--- src/rtl/srle_pkg.sv ---
package srle_pkg;

   // Opcodes found in bits 31..24 of an opcode word.
   localparam logic [7:0] OP_END    = 8'd0;
   localparam logic [7:0] OP_LINE   = 8'd1;
   localparam logic [7:0] OP_PIXELS = 8'd2;
   localparam logic [7:0] OP_SKIP   = 8'd3;
   localparam logic [7:0] OP_RUN    = 8'd4;

   // Result kinds.
   localparam logic [1:0] KIND_PIXELS = 2'd0;
   localparam logic [1:0] KIND_DONE   = 2'd1;
   localparam logic [1:0] KIND_ERROR  = 2'd2;

   // Configuration register indexes.
   localparam logic [1:0] REG_FRAME_WIDTH  = 2'd0;
   localparam logic [1:0] REG_FRAME_HEIGHT = 2'd1;
   localparam logic [1:0] REG_FRAME_TOTAL  = 2'd2;

   localparam int WORD_W  = 32;
   localparam int COUNT_W = 24;
   localparam int DIM_W   = 10;
   localparam int LINE_W  = 11;
   localparam int COLOR_W = 16;

   typedef enum logic [3:0] {
      DP_NONE,
      DP_LITERAL,
      DP_PATTERN,
      DP_DONE,
      DP_ERROR,
      DP_NEXT_FRAME,
      DP_LINE_INC,
      DP_OFFSET_MUL,
      DP_OFFSET_ADD,
      DP_SET_BYTES,
      DP_SKIP,
      DP_SET_RUN
   } dp_op_type;

   typedef struct packed {
      logic      load;
      logic      clear;
      dp_op_type op;
   } srle_cmd_type;

   typedef struct packed {
      logic       first_word;
      logic [7:0] opcode;
      logic       count_zero;
      logic       line_match;
      logic       frame_last;
      logic       run_zero;
      logic       lit_last;
      logic       out_free;
   } srle_stat_type;

endpackage

--- src/rtl/srle_req_if.sv ---
interface srle_req_if;
   logic        valid;
   logic        ready;
   logic [31:0] stream_word;
   logic        first_word;

   modport source (output valid, output stream_word, output first_word, input ready);
   modport sink   (input valid, input stream_word, input first_word, output ready);
endinterface

--- src/rtl/srle_rsp_if.sv ---
interface srle_rsp_if;
   logic        valid;
   logic        ready;
   logic [1:0]  result_kind;
   logic [31:0] pixel_offset;
   logic [23:0] pixel_count;
   logic [15:0] color_even;
   logic [15:0] color_odd;

   modport source (output valid, output result_kind, output pixel_offset,
                   output pixel_count, output color_even, output color_odd, input ready);
   modport sink   (input valid, input result_kind, input pixel_offset,
                   input pixel_count, input color_even, input color_odd, output ready);
endinterface

--- src/rtl/srle_ctrl.sv ---
module srle_ctrl (
   input  logic                    clock,
   input  logic                    reset,
   input  logic                    req_valid,
   output logic                    req_ready,
   input  srle_pkg::srle_stat_type stat,
   output srle_pkg::srle_cmd_type  cmd
);
   import srle_pkg::*;

   typedef enum logic [1:0] {
      S_IDLE,
      S_DECODE,
      S_OFFSET_MUL,
      S_OFFSET_ADD
   } state_type;

   typedef enum logic [1:0] {
      PH_OPCODE,
      PH_LITERAL,
      PH_PATTERN,
      PH_HALTED
   } phase_type;

   state_type state_ff, state_in;
   phase_type phase_ff, phase_in;

   always_comb begin
      state_in  = state_ff;
      phase_in  = phase_ff;
      req_ready = 1'b0;
      cmd.load  = 1'b0;
      cmd.clear = 1'b0;
      cmd.op    = DP_NONE;
      unique case (state_ff)
         S_IDLE: begin
            req_ready = 1'b1;
            if (req_valid) begin
               cmd.load  = 1'b1;
               cmd.clear = stat.first_word;
               if (stat.first_word) begin
                  phase_in = PH_OPCODE;
               end
               state_in = S_DECODE;
            end
         end
         S_DECODE: begin
            unique case (phase_ff)
               PH_LITERAL: begin
                  if (stat.out_free) begin
                     cmd.op = DP_LITERAL;
                     if (stat.lit_last) begin
                        phase_in = PH_OPCODE;
                     end
                     state_in = S_IDLE;
                  end
               end
               PH_PATTERN: begin
                  if (stat.run_zero) begin
                     phase_in = PH_OPCODE;
                     state_in = S_IDLE;
                  end else if (stat.out_free) begin
                     cmd.op   = DP_PATTERN;
                     phase_in = PH_OPCODE;
                     state_in = S_IDLE;
                  end
               end
               PH_HALTED: begin
                  state_in = S_IDLE;
               end
               PH_OPCODE: begin
                  unique case (stat.opcode)
                     OP_END: begin
                        priority if (!stat.line_match) begin
                           if (stat.out_free) begin
                              cmd.op   = DP_ERROR;
                              phase_in = PH_HALTED;
                              state_in = S_IDLE;
                           end
                        end else if (stat.frame_last) begin
                           if (stat.out_free) begin
                              cmd.op   = DP_DONE;
                              phase_in = PH_HALTED;
                              state_in = S_IDLE;
                           end
                        end else begin
                           cmd.op   = DP_NEXT_FRAME;
                           state_in = S_IDLE;
                        end
                     end
                     OP_LINE: begin
                        cmd.op   = DP_LINE_INC;
                        state_in = S_OFFSET_MUL;
                     end
                     OP_PIXELS: begin
                        cmd.op = DP_SET_BYTES;
                        if (!stat.count_zero) begin
                           phase_in = PH_LITERAL;
                        end
                        state_in = S_IDLE;
                     end
                     OP_SKIP: begin
                        cmd.op   = DP_SKIP;
                        state_in = S_IDLE;
                     end
                     OP_RUN: begin
                        cmd.op   = DP_SET_RUN;
                        phase_in = PH_PATTERN;
                        state_in = S_IDLE;
                     end
                     default: begin
                        state_in = S_IDLE;
                     end
                  endcase
               end
               default: begin
                  state_in = S_IDLE;
               end
            endcase
         end
         S_OFFSET_MUL: begin
            cmd.op   = DP_OFFSET_MUL;
            state_in = S_OFFSET_ADD;
         end
         S_OFFSET_ADD: begin
            cmd.op   = DP_OFFSET_ADD;
            state_in = S_IDLE;
         end
         default: begin
            state_in = S_IDLE;
         end
      endcase
   end

   always_ff @(posedge clock) begin
      if (reset) begin
         state_ff <= S_IDLE;
         phase_ff <= PH_OPCODE;
      end else begin
         state_ff <= state_in;
         phase_ff <= phase_in;
      end
   end

endmodule

--- src/rtl/srle_dpath.sv ---
module srle_dpath #(
   parameter int GRID_COLUMNS = 6
) (
   input  logic                    clock,
   input  logic                    reset,
   input  logic [31:0]             req_stream_word,
   input  logic                    req_first_word,
   input  logic                    csr_we,
   input  logic [1:0]              csr_index,
   input  logic [9:0]              csr_wdata,
   input  srle_pkg::srle_cmd_type  cmd,
   output srle_pkg::srle_stat_type stat,
   output logic                    rsp_valid,
   input  logic                    rsp_ready,
   output logic [1:0]              rsp_result_kind,
   output logic [31:0]             rsp_pixel_offset,
   output logic [23:0]             rsp_pixel_count,
   output logic [15:0]             rsp_color_even,
   output logic [15:0]             rsp_color_odd
);
   import srle_pkg::*;

   localparam int COL_W = (GRID_COLUMNS > 1) ? $clog2(GRID_COLUMNS) : 1;

   // Configuration.
   logic [DIM_W-1:0] fw_ff, fh_ff, ft_ff;

   // Stream state.
   logic [WORD_W-1:0]  word_ff;
   logic [COUNT_W-1:0] bytes_left_ff, bytes_left_in;
   logic [COUNT_W-1:0] run_bytes_ff;
   logic [LINE_W-1:0]  line_ff;
   logic [DIM_W-1:0]   frame_ff;
   logic [COL_W-1:0]   col_ff;
   logic [DIM_W-1:0]   row_ff;
   logic [WORD_W-1:0]  offset_ff;

   // Line start offset pipeline.
   logic [2*DIM_W-1:0]     row_h_ff;
   logic [2*DIM_W-1:0]     surf_w_ff;
   logic [COL_W+DIM_W-1:0] col_x_ff;
   logic [WORD_W-1:0]      prod_ff;

   // Result register.
   logic               out_valid_ff, out_load;
   logic [1:0]         out_kind_ff, out_kind_in;
   logic [WORD_W-1:0]  out_offset_ff;
   logic [COUNT_W-1:0] out_count_ff, out_count_in;
   logic [COLOR_W-1:0] out_even_ff, out_even_in;
   logic [COLOR_W-1:0] out_odd_ff, out_odd_in;

   logic [7:0]          opcode;
   logic [COUNT_W-1:0]  count;
   logic [COUNT_W-1:0]  lit_n;
   logic [COUNT_W-1:0]  pat_n;
   logic [COUNT_W:0]    run_sum;
   logic [DIM_W-1:0]    cols;
   logic [LINE_W-1:0]   frame_next;
   logic [2*DIM_W:0]    line_y;
   logic [3*DIM_W+LINE_W-1:0] y_prod;

   assign opcode  = word_ff[31:24];
   assign count   = word_ff[23:0];
   assign lit_n   = (bytes_left_ff >= COUNT_W'(3)) ? COUNT_W'(2) : COUNT_W'(1);
   assign run_sum = {1'b0, run_bytes_ff} + (COUNT_W+1)'(1);
   assign pat_n   = run_sum[COUNT_W:1];
   assign cols    = (ft_ff < DIM_W'(GRID_COLUMNS)) ? ft_ff : DIM_W'(GRID_COLUMNS);
   assign frame_next = {1'b0, frame_ff} + LINE_W'(1);
   assign line_y  = {1'b0, row_h_ff} + (2*DIM_W+1)'(line_ff);
   assign y_prod  = line_y * surf_w_ff;

   assign bytes_left_in = (bytes_left_ff >= COUNT_W'(4)) ? bytes_left_ff - COUNT_W'(4)
                                                         : '0;

   assign stat.first_word = req_first_word;
   assign stat.opcode     = opcode;
   assign stat.count_zero = (count == '0);
   assign stat.line_match = (line_ff == ({1'b0, fh_ff} - LINE_W'(1)));
   assign stat.frame_last = (frame_next >= {1'b0, ft_ff});
   assign stat.run_zero   = (run_bytes_ff == '0);
   assign stat.lit_last   = (bytes_left_ff <= COUNT_W'(4));
   assign stat.out_free   = !out_valid_ff || rsp_ready;

   always_comb begin
      out_load     = 1'b0;
      out_kind_in  = KIND_PIXELS;
      out_count_in = '0;
      out_even_in  = '0;
      out_odd_in   = '0;
      unique case (cmd.op)
         DP_LITERAL: begin
            out_load     = 1'b1;
            out_count_in = lit_n;
            out_even_in  = word_ff[31:16];
            out_odd_in   = word_ff[15:0];
         end
         DP_PATTERN: begin
            out_load     = 1'b1;
            out_count_in = pat_n;
            out_even_in  = word_ff[31:16];
            out_odd_in   = word_ff[15:0];
         end
         DP_DONE: begin
            out_load    = 1'b1;
            out_kind_in = KIND_DONE;
         end
         DP_ERROR: begin
            out_load    = 1'b1;
            out_kind_in = KIND_ERROR;
         end
         default: begin
            out_load = 1'b0;
         end
      endcase
      // A single pixel carries no odd color.
      if (out_count_in == COUNT_W'(1)) begin
         out_odd_in = '0;
      end
   end

   always_ff @(posedge clock) begin
      if (reset) begin
         fw_ff         <= DIM_W'(1);
         fh_ff         <= DIM_W'(1);
         ft_ff         <= DIM_W'(1);
         bytes_left_ff <= '0;
         run_bytes_ff  <= '0;
         line_ff       <= '1;
         frame_ff      <= '0;
         col_ff        <= '0;
         row_ff        <= '0;
         offset_ff     <= '0;
         out_valid_ff  <= 1'b0;
      end else begin
         if (csr_we) begin
            unique case (csr_index)
               REG_FRAME_WIDTH:  fw_ff <= csr_wdata;
               REG_FRAME_HEIGHT: fh_ff <= csr_wdata;
               REG_FRAME_TOTAL:  ft_ff <= csr_wdata;
               default: begin
               end
            endcase
         end

         if (cmd.clear) begin
            bytes_left_ff <= '0;
            run_bytes_ff  <= '0;
            line_ff       <= '1;
            frame_ff      <= '0;
            col_ff        <= '0;
            row_ff        <= '0;
            offset_ff     <= '0;
         end

         unique case (cmd.op)
            DP_LITERAL: begin
               bytes_left_ff <= bytes_left_in;
               offset_ff     <= offset_ff + WORD_W'(lit_n);
            end
            DP_PATTERN: begin
               run_bytes_ff <= '0;
               offset_ff    <= offset_ff + WORD_W'(pat_n);
            end
            DP_NEXT_FRAME: begin
               frame_ff <= frame_next[DIM_W-1:0];
               line_ff  <= '1;
               if (col_ff == COL_W'(GRID_COLUMNS - 1)) begin
                  col_ff <= '0;
                  row_ff <= row_ff + DIM_W'(1);
               end else begin
                  col_ff <= col_ff + COL_W'(1);
               end
            end
            DP_LINE_INC: begin
               line_ff <= line_ff + LINE_W'(1);
            end
            DP_OFFSET_ADD: begin
               offset_ff <= prod_ff + WORD_W'(col_x_ff);
            end
            DP_SET_BYTES: begin
               bytes_left_ff <= count;
            end
            DP_SKIP: begin
               offset_ff <= offset_ff + WORD_W'(count[COUNT_W-1:1]);
            end
            DP_SET_RUN: begin
               run_bytes_ff <= count;
            end
            default: begin
            end
         endcase

         if (out_load) begin
            out_valid_ff <= 1'b1;
         end else if (rsp_ready) begin
            out_valid_ff <= 1'b0;
         end
      end
   end

   // Payload registers.
   always_ff @(posedge clock) begin
      if (cmd.load) begin
         word_ff <= req_stream_word;
      end
      if (cmd.op == DP_LINE_INC) begin
         row_h_ff  <= row_ff * fh_ff;
         surf_w_ff <= cols * fw_ff;
         col_x_ff  <= col_ff * fw_ff;
      end
      if (cmd.op == DP_OFFSET_MUL) begin
         prod_ff <= y_prod[WORD_W-1:0];
      end
      if (out_load) begin
         out_kind_ff   <= out_kind_in;
         out_offset_ff <= (out_kind_in == KIND_PIXELS) ? offset_ff : '0;
         out_count_ff  <= out_count_in;
         out_even_ff   <= out_even_in;
         out_odd_ff    <= out_odd_in;
      end
   end

   assign rsp_valid        = out_valid_ff;
   assign rsp_result_kind  = out_kind_ff;
   assign rsp_pixel_offset = out_offset_ff;
   assign rsp_pixel_count  = out_count_ff;
   assign rsp_color_even   = out_even_ff;
   assign rsp_color_odd    = out_odd_ff;

endmodule

--- src/rtl/sprite_rle_stream_decoder_core.sv ---
// Decoder for the frame data of a 16-bit sprite run-length stream. Each request word is one
// 32-bit word of frame data; an opcode word holds the opcode in bits 31..24 (0 end of frame,
// 1 line start, 2 pixel data, 3 transparent run, 4 pixel run) and a byte count in bits 23..0.
// Each response word describes one pixel write or fill (offset, count and the two alternating
// colors), or reports that all frames are done or that a frame had the wrong number of
// scanlines. After done or an error every word is dropped until one arrives with first_word
// set, which also restarts frame, line and offset tracking. A word is accepted, then decoded
// and executed; a line start word adds the offset multiply and add states, because the new
// line offset comes from a chain of multiplies that is spread over two registered stages of
// the datapath. A word that produces a result waits in its decode state while the response
// register still holds an earlier result that has not been taken. Configuration registers
// (frame_width, frame_height, frame_total at indexes 0, 1 and 2) should be written only while
// the decoder is idle; other indexes are ignored.
module sprite_rle_stream_decoder_core #(
   parameter int GRID_COLUMNS = 6
) (
   input  logic              clock,
   input  logic              reset,
   srle_req_if.sink          req,
   srle_rsp_if.source        rsp,
   input  logic              csr_we,
   input  logic [1:0]        csr_index,
   input  logic [9:0]        csr_wdata
);
   import srle_pkg::*;

   // Command and status between the sequencer and the datapath.
   srle_cmd_type  cmd;
   srle_stat_type stat;

   // The sequencer owns the decode phase and the handshake on the request side.
   srle_ctrl u_ctrl (
      .clock     (clock),
      .reset     (reset),
      .req_valid (req.valid),
      .req_ready (req.ready),
      .stat      (stat),
      .cmd       (cmd)
   );

   // The datapath holds configuration, stream position, the line offset multipliers and
   // the response register.
   srle_dpath #(
      .GRID_COLUMNS (GRID_COLUMNS)
   ) u_dpath (
      .clock            (clock),
      .reset            (reset),
      .req_stream_word  (req.stream_word),
      .req_first_word   (req.first_word),
      .csr_we           (csr_we),
      .csr_index        (csr_index),
      .csr_wdata        (csr_wdata),
      .cmd              (cmd),
      .stat             (stat),
      .rsp_valid        (rsp.valid),
      .rsp_ready        (rsp.ready),
      .rsp_result_kind  (rsp.result_kind),
      .rsp_pixel_offset (rsp.pixel_offset),
      .rsp_pixel_count  (rsp.pixel_count),
      .rsp_color_even   (rsp.color_even),
      .rsp_color_odd    (rsp.color_odd)
   );

endmodule
--- src/flat_wrapper.sv ---
// flat-port wrapper written by rule: the top's interface ports become plain ports
module sprite_rle_stream_decoder_core_flat import srle_pkg::*;
#(
   parameter int GRID_COLUMNS = 6
)
  (clock, reset, csr_we, csr_index, csr_wdata, req_valid, req_stream_word, req_first_word, req_ready, rsp_valid, rsp_result_kind, rsp_pixel_offset, rsp_pixel_count, rsp_color_even, rsp_color_odd, rsp_ready);
  srle_req_if req_i ();
  srle_rsp_if rsp_i ();
  input  logic clock;
  input  logic reset;
  input  logic csr_we;
  input  logic [1:0] csr_index;
  input  logic [9:0] csr_wdata;
  input wire logic [$bits(req_i.valid)-1:0] req_valid;
  input wire logic [$bits(req_i.stream_word)-1:0] req_stream_word;
  input wire logic [$bits(req_i.first_word)-1:0] req_first_word;
  output wire logic [$bits(req_i.ready)-1:0] req_ready;
  output wire logic [$bits(rsp_i.valid)-1:0] rsp_valid;
  output wire logic [$bits(rsp_i.result_kind)-1:0] rsp_result_kind;
  output wire logic [$bits(rsp_i.pixel_offset)-1:0] rsp_pixel_offset;
  output wire logic [$bits(rsp_i.pixel_count)-1:0] rsp_pixel_count;
  output wire logic [$bits(rsp_i.color_even)-1:0] rsp_color_even;
  output wire logic [$bits(rsp_i.color_odd)-1:0] rsp_color_odd;
  input wire logic [$bits(rsp_i.ready)-1:0] rsp_ready;
  assign req_i.valid = req_valid;
  assign req_i.stream_word = req_stream_word;
  assign req_i.first_word = req_first_word;
  assign req_ready = req_i.ready;
  assign rsp_valid = rsp_i.valid;
  assign rsp_result_kind = rsp_i.result_kind;
  assign rsp_pixel_offset = rsp_i.pixel_offset;
  assign rsp_pixel_count = rsp_i.pixel_count;
  assign rsp_color_even = rsp_i.color_even;
  assign rsp_color_odd = rsp_i.color_odd;
  assign rsp_i.ready = rsp_ready;
  sprite_rle_stream_decoder_core #(.GRID_COLUMNS(GRID_COLUMNS)) u_core (.clock(clock), .reset(reset), .req(req_i), .rsp(rsp_i), .csr_we(csr_we), .csr_index(csr_index), .csr_wdata(csr_wdata));
endmodule
--- config.mk ---
export PLATFORM = sky130hd
export DESIGN_NAME = sprite_rle_stream_decoder_core_flat
export DESIGN_NICKNAME = d
export VERILOG_FILES = /design/src/rtl/srle_pkg.sv /design/src/rtl/srle_req_if.sv /design/src/rtl/srle_rsp_if.sv /design/src/rtl/srle_ctrl.sv /design/src/rtl/srle_dpath.sv /design/src/rtl/sprite_rle_stream_decoder_core.sv /design/src/flat_wrapper.sv
export SDC_FILE = /design/constraint.sdc
export NUM_CORES = 2
export LEC_CHECK = 0
export ABC_AREA = 1
export ABC_CLOCK_PERIOD_IN_PS = 13700
export BUFFER_PORTS_ARGS = -buffer_cell sky130_fd_sc_hd__buf_2
export CAP_MARGIN = 30
export CELL_PAD_IN_SITES_DETAIL_PLACEMENT = 0
export CELL_PAD_IN_SITES_GLOBAL_PLACEMENT = 1
export CORE_MARGIN = 10
export CORE_UTILIZATION = 53
export DETAILED_ROUTE_END_ITERATION = 6
export HOLD_SLACK_MARGIN = 0.02
export PLACE_DENSITY_LB_ADDON = 0.25
export SYNTH_ARGS = -nofsm -noshare
export SYNTH_HDL_FRONTEND = slang
export SYNTH_SLANG_ARGS = --single-unit
--- constraint.sdc ---
create_clock -name clock -period 13.7 [get_ports clock]
set_input_delay 2.74 -clock clock [delete_from_list [all_inputs] [get_ports clock]]
set_output_delay 2.74 -clock clock [all_outputs]
set_load 0.005 [all_outputs]
==> flow_summary.ini <==
[drt]
first_iter_violations = 1924
wl_per_cell_um = 17.09
drt_pass1_iterations = 5
dr_total_vias = 29172
drt_wl_total_um = 96540
viasPerCell = 5.165
postRouteAntennaNets = 0
drc = 0

[min_path]
hp-start = u_core.u_dpath.ft_ff[3]$_SDFFE_PP0P_
whs_endpoint = u_core.u_dpath.ft_ff[3]$_SDFFE_PP0P_
worstHoldPathType = register to register
hold-path-cell-count = 2

[clock_tree]
clk_pin_slew_ns = 0.06
cts_sinks = 356
numCtsBuffers = 42
cts_max_level = 2
hold_buffers = 0
clock_latency_ns = 0.58
tritoncts = yes
cts_root_buf = clkbuf_16
postCtsSetupRepairBufs = 0
cts_resized = 0
cts.path.max_buffers = 3

[layout]
fin_cells = 5648
final_cell_mix = inv_1, nand2_1, fa_1
layout_commonest_cell = inv_1
synthToLayoutAreaGrowth_pct = 8.481
drive_gt1_frac = 0.06277
finalNetCount = 5469

[floorplan]
die_height_um = 284.4
fp.dieArea_sq_um = 80870
die_w_um = 284.4
rows = 96
core_area_sq_um = 68950
pin_count = 142
start_util = 0.5373

[yosys]
async_flop_share = 0
synth_seq_area_share = 0.2483
ys_ff_latch = 356
synth-main-ff-cell = edfxtp_1
synth_edf_count = 207
synth_warnings = 0
syn_area_sq_um = 37040
synthDistinctLibCells = 55
avgSynthCellArea_sq_um = 8.170
synthCells = 4534

[global_route]
grt_pass1_wl_um = 158800
grt_usage = 0.2432
overflow = 0
grt_max_degree = 80
antenna_found_initial = 1
grt_pass1_vias = 29775

[critical_path]
startpoint = u_core.u_dpath.line_ff[2]$_SDFFE_PP1P_
r2r_slack_ns = 5.09
crit_top_cell = nand2_1
cp.required_ns = 14.03
crit_buf_inv = 7
r2r-end = u_core.u_dpath.prod_ff[26]$_DFFE_PN_
slowest_delay_ns = 0.55
worstSetupPathType = register to register
crit_path_top_delay_cell = fa_1
arrival_ns = 8.95
cp_top_family = adder cells
critPathMaxFanout = 11
start_kind = register
reg2reg_from = u_core.u_dpath.line_ff[2]$_SDFFE_PP1P_
end_kind = register
reg2reg_depth = 35

[placement]
io_buffers = 141
placedCellCount = 5568
gp_congestion = 0.9343
hpwlAfterDp_um = 77240

[power_and_ir_drop]
power_switching_uw = 905.5
power_density_nw_per_um2 = 74.70
ir_drop_v = 0.0001020
p_int_uw = 2096
p_clk_frac = 0.364
leakagePower_uw = 0.02018
sequentialPowerShare = 0.404
combinationalPowerShare = 0.232
switching_share = 0.3016

[sta]
setup_viol_count_final = 0
fmax_mhz = 116.1
fin_setup_tns_ns = 0
finalMaxSlewViolations = 0
finalCriticalPeriod_ns = 8.612
tightest_slew_ns = 1.037
hold_viol_final = 0
relSlewSlack = 0.3086
finalCritPeriodShare = 0.6286
rsz0062_at_grt = false
fin_skew_ns = 0.02688

[outcome]
outcome = complete, no violations

[flow_run]
drv_cap = 0
[layer usage]
layer,vias up,global-route usage,wire [um]
met5,-,0,0
met4,0,0.06707,2466
met3,144,0.03958,5795
met2,753,0.4215,46930
met1,13963,0.3103,41350
li1,14312,-,-
[sequential cells by signal (all words and copies together) (netlist names), named ones only]
signal	cells
u_core.u_ctrl.state_ff	1
u_core.u_dpath.line_ff	11
u_core.u_dpath.rsp_pixel_offset	32
u_core.u_dpath.bytes_left_ff	24
u_core.u_dpath.rsp_pixel_count	24
u_core.u_dpath.word_ff	32
u_core.u_dpath.col_x_ff	13
u_core.u_dpath.col_ff	3
u_core.u_dpath.offset_ff	32
u_core.u_dpath.fw_ff	10
u_core.u_dpath.fh_ff	10
u_core.u_dpath.rsp_color_odd	16
u_core.u_dpath.run_bytes_ff	24
u_core.u_dpath.rsp_result_kind	2
u_core.u_dpath.rsp_valid	1
u_core.u_dpath.row_ff	10
u_core.u_dpath.ft_ff	10
u_core.u_dpath.prod_ff	32
u_core.u_ctrl.phase_ff	2
u_core.u_dpath.frame_ff	10
u_core.u_dpath.surf_w_ff	20
u_core.u_dpath.rsp_color_even	16
u_core.u_dpath.row_h_ff	20
[synth_stat cells (all sizes together) (3+ instances only)]
cell,count,share of area
nor2,459,0.048
ha,297,0.10
clkbuf,101,0.010
a211oi,8,0.0016
a21oi,246,0.033
edfxtp,207,0.17
o211ai,14,0.0028
or2,33,0.0056
nor3,38,0.0059
a21o,7,0.0014
xnor2,54,0.013
o41ai,5,0.0012
fa,440,0.24
inv,983,0.10
o21ai,122,0.017
o22ai,49,0.0083
o21a,4,0.00081
o31ai,3,0.00061
xor2,98,0.023
buf,22,0.0035
nand3b,4,0.00081
nand3,152,0.021
clkinv,9,0.00091
dfxtp,149,0.081
nand2,905,0.092
nor4,19,0.0036
o21bai,9,0.0018
nand4,37,0.0062
a21boi,6,0.0012
a31oi,35,0.0059
[how the worst max path moves through the flow]
stage | slack (ns) | depth (start not counted) | to
floorplan | 5.98 | 35 | u_core.u_dpath.prod_ff[31]$_DFFE_PN_
global placement | 5.19 | 35 | u_core.u_dpath.prod_ff[26]$_DFFE_PN_
detailed placement | 5.12 | 38 | u_core.u_dpath.prod_ff[27]$_DFFE_PN_
CTS | 5.09 | 38 | u_core.u_dpath.prod_ff[27]$_DFFE_PN_
global route | 4.33 | 35 | u_core.u_dpath.prod_ff[26]$_DFFE_PN_
finish | 5.09 | 35 | u_core.u_dpath.prod_ff[26]$_DFFE_PN_
[worst min-delay path, cell delays in order, from the launching register on]
cell	delay, ns
dfxtp_1	0.30
inv_1	0.07
a21oi_1	0.06
[through the flow]
stage / instance area (sq um) / total power [uW] / hold WS [ns] / util / setup WS, ns
final: 40180 / 3002 / 0.4772 / 0.5828 / 5.088
after global routing: 40180 / 3189 / 0.5027 / 0.5828 / 4.328
after CTS: 40160 / 2999 / 0.4776 / 0.5825 / 5.088
after detailed placement: 38830 / 1898 / 0.4669 / 0.5632 / 5.118
after global placement: 38810 / 1891 / 0.4717 / 0.5628 / 5.186
after floorplan: 37300 / 1756 / 0.4464 / - / 5.983
[cell type report]
cell class,count,area [sq um]
fillers,6539,28760
multi-input cells,3131,23890
clock buffers,61,1162
diodes,1,2.502
repair buffers,159,875.8
clock inverters,17,166.4
well taps,931,1165
inverters,992,3724
flip-flops and latches,356,9199
[power by group through the flow]
stage	clock network, uW	logic (uW)	registers, uW
after floorplan	0	529	1230
after global placement	0	656	1230
after detailed placement	0	663	1230
after CTS	1120	668	1210
after global routing	1160	816	1210
final	1090	697	1210
[cells by family after synthesis]
logic type / count (synthesis) / synth area share
and+or+nand+nor: 1651 / 0.1845
buffers and inverters: 1115 / 0.1143
adders and majority gates: 737 / 0.3381
AOI/OAI and AO/OA: 521 / 0.07860
DFF: 356 / 0.2483
xor gates and xnor gates: 152 / 0.03594
other: 2 / 0.0002027
Note: power is estimated with default switching activity, not from simulation.
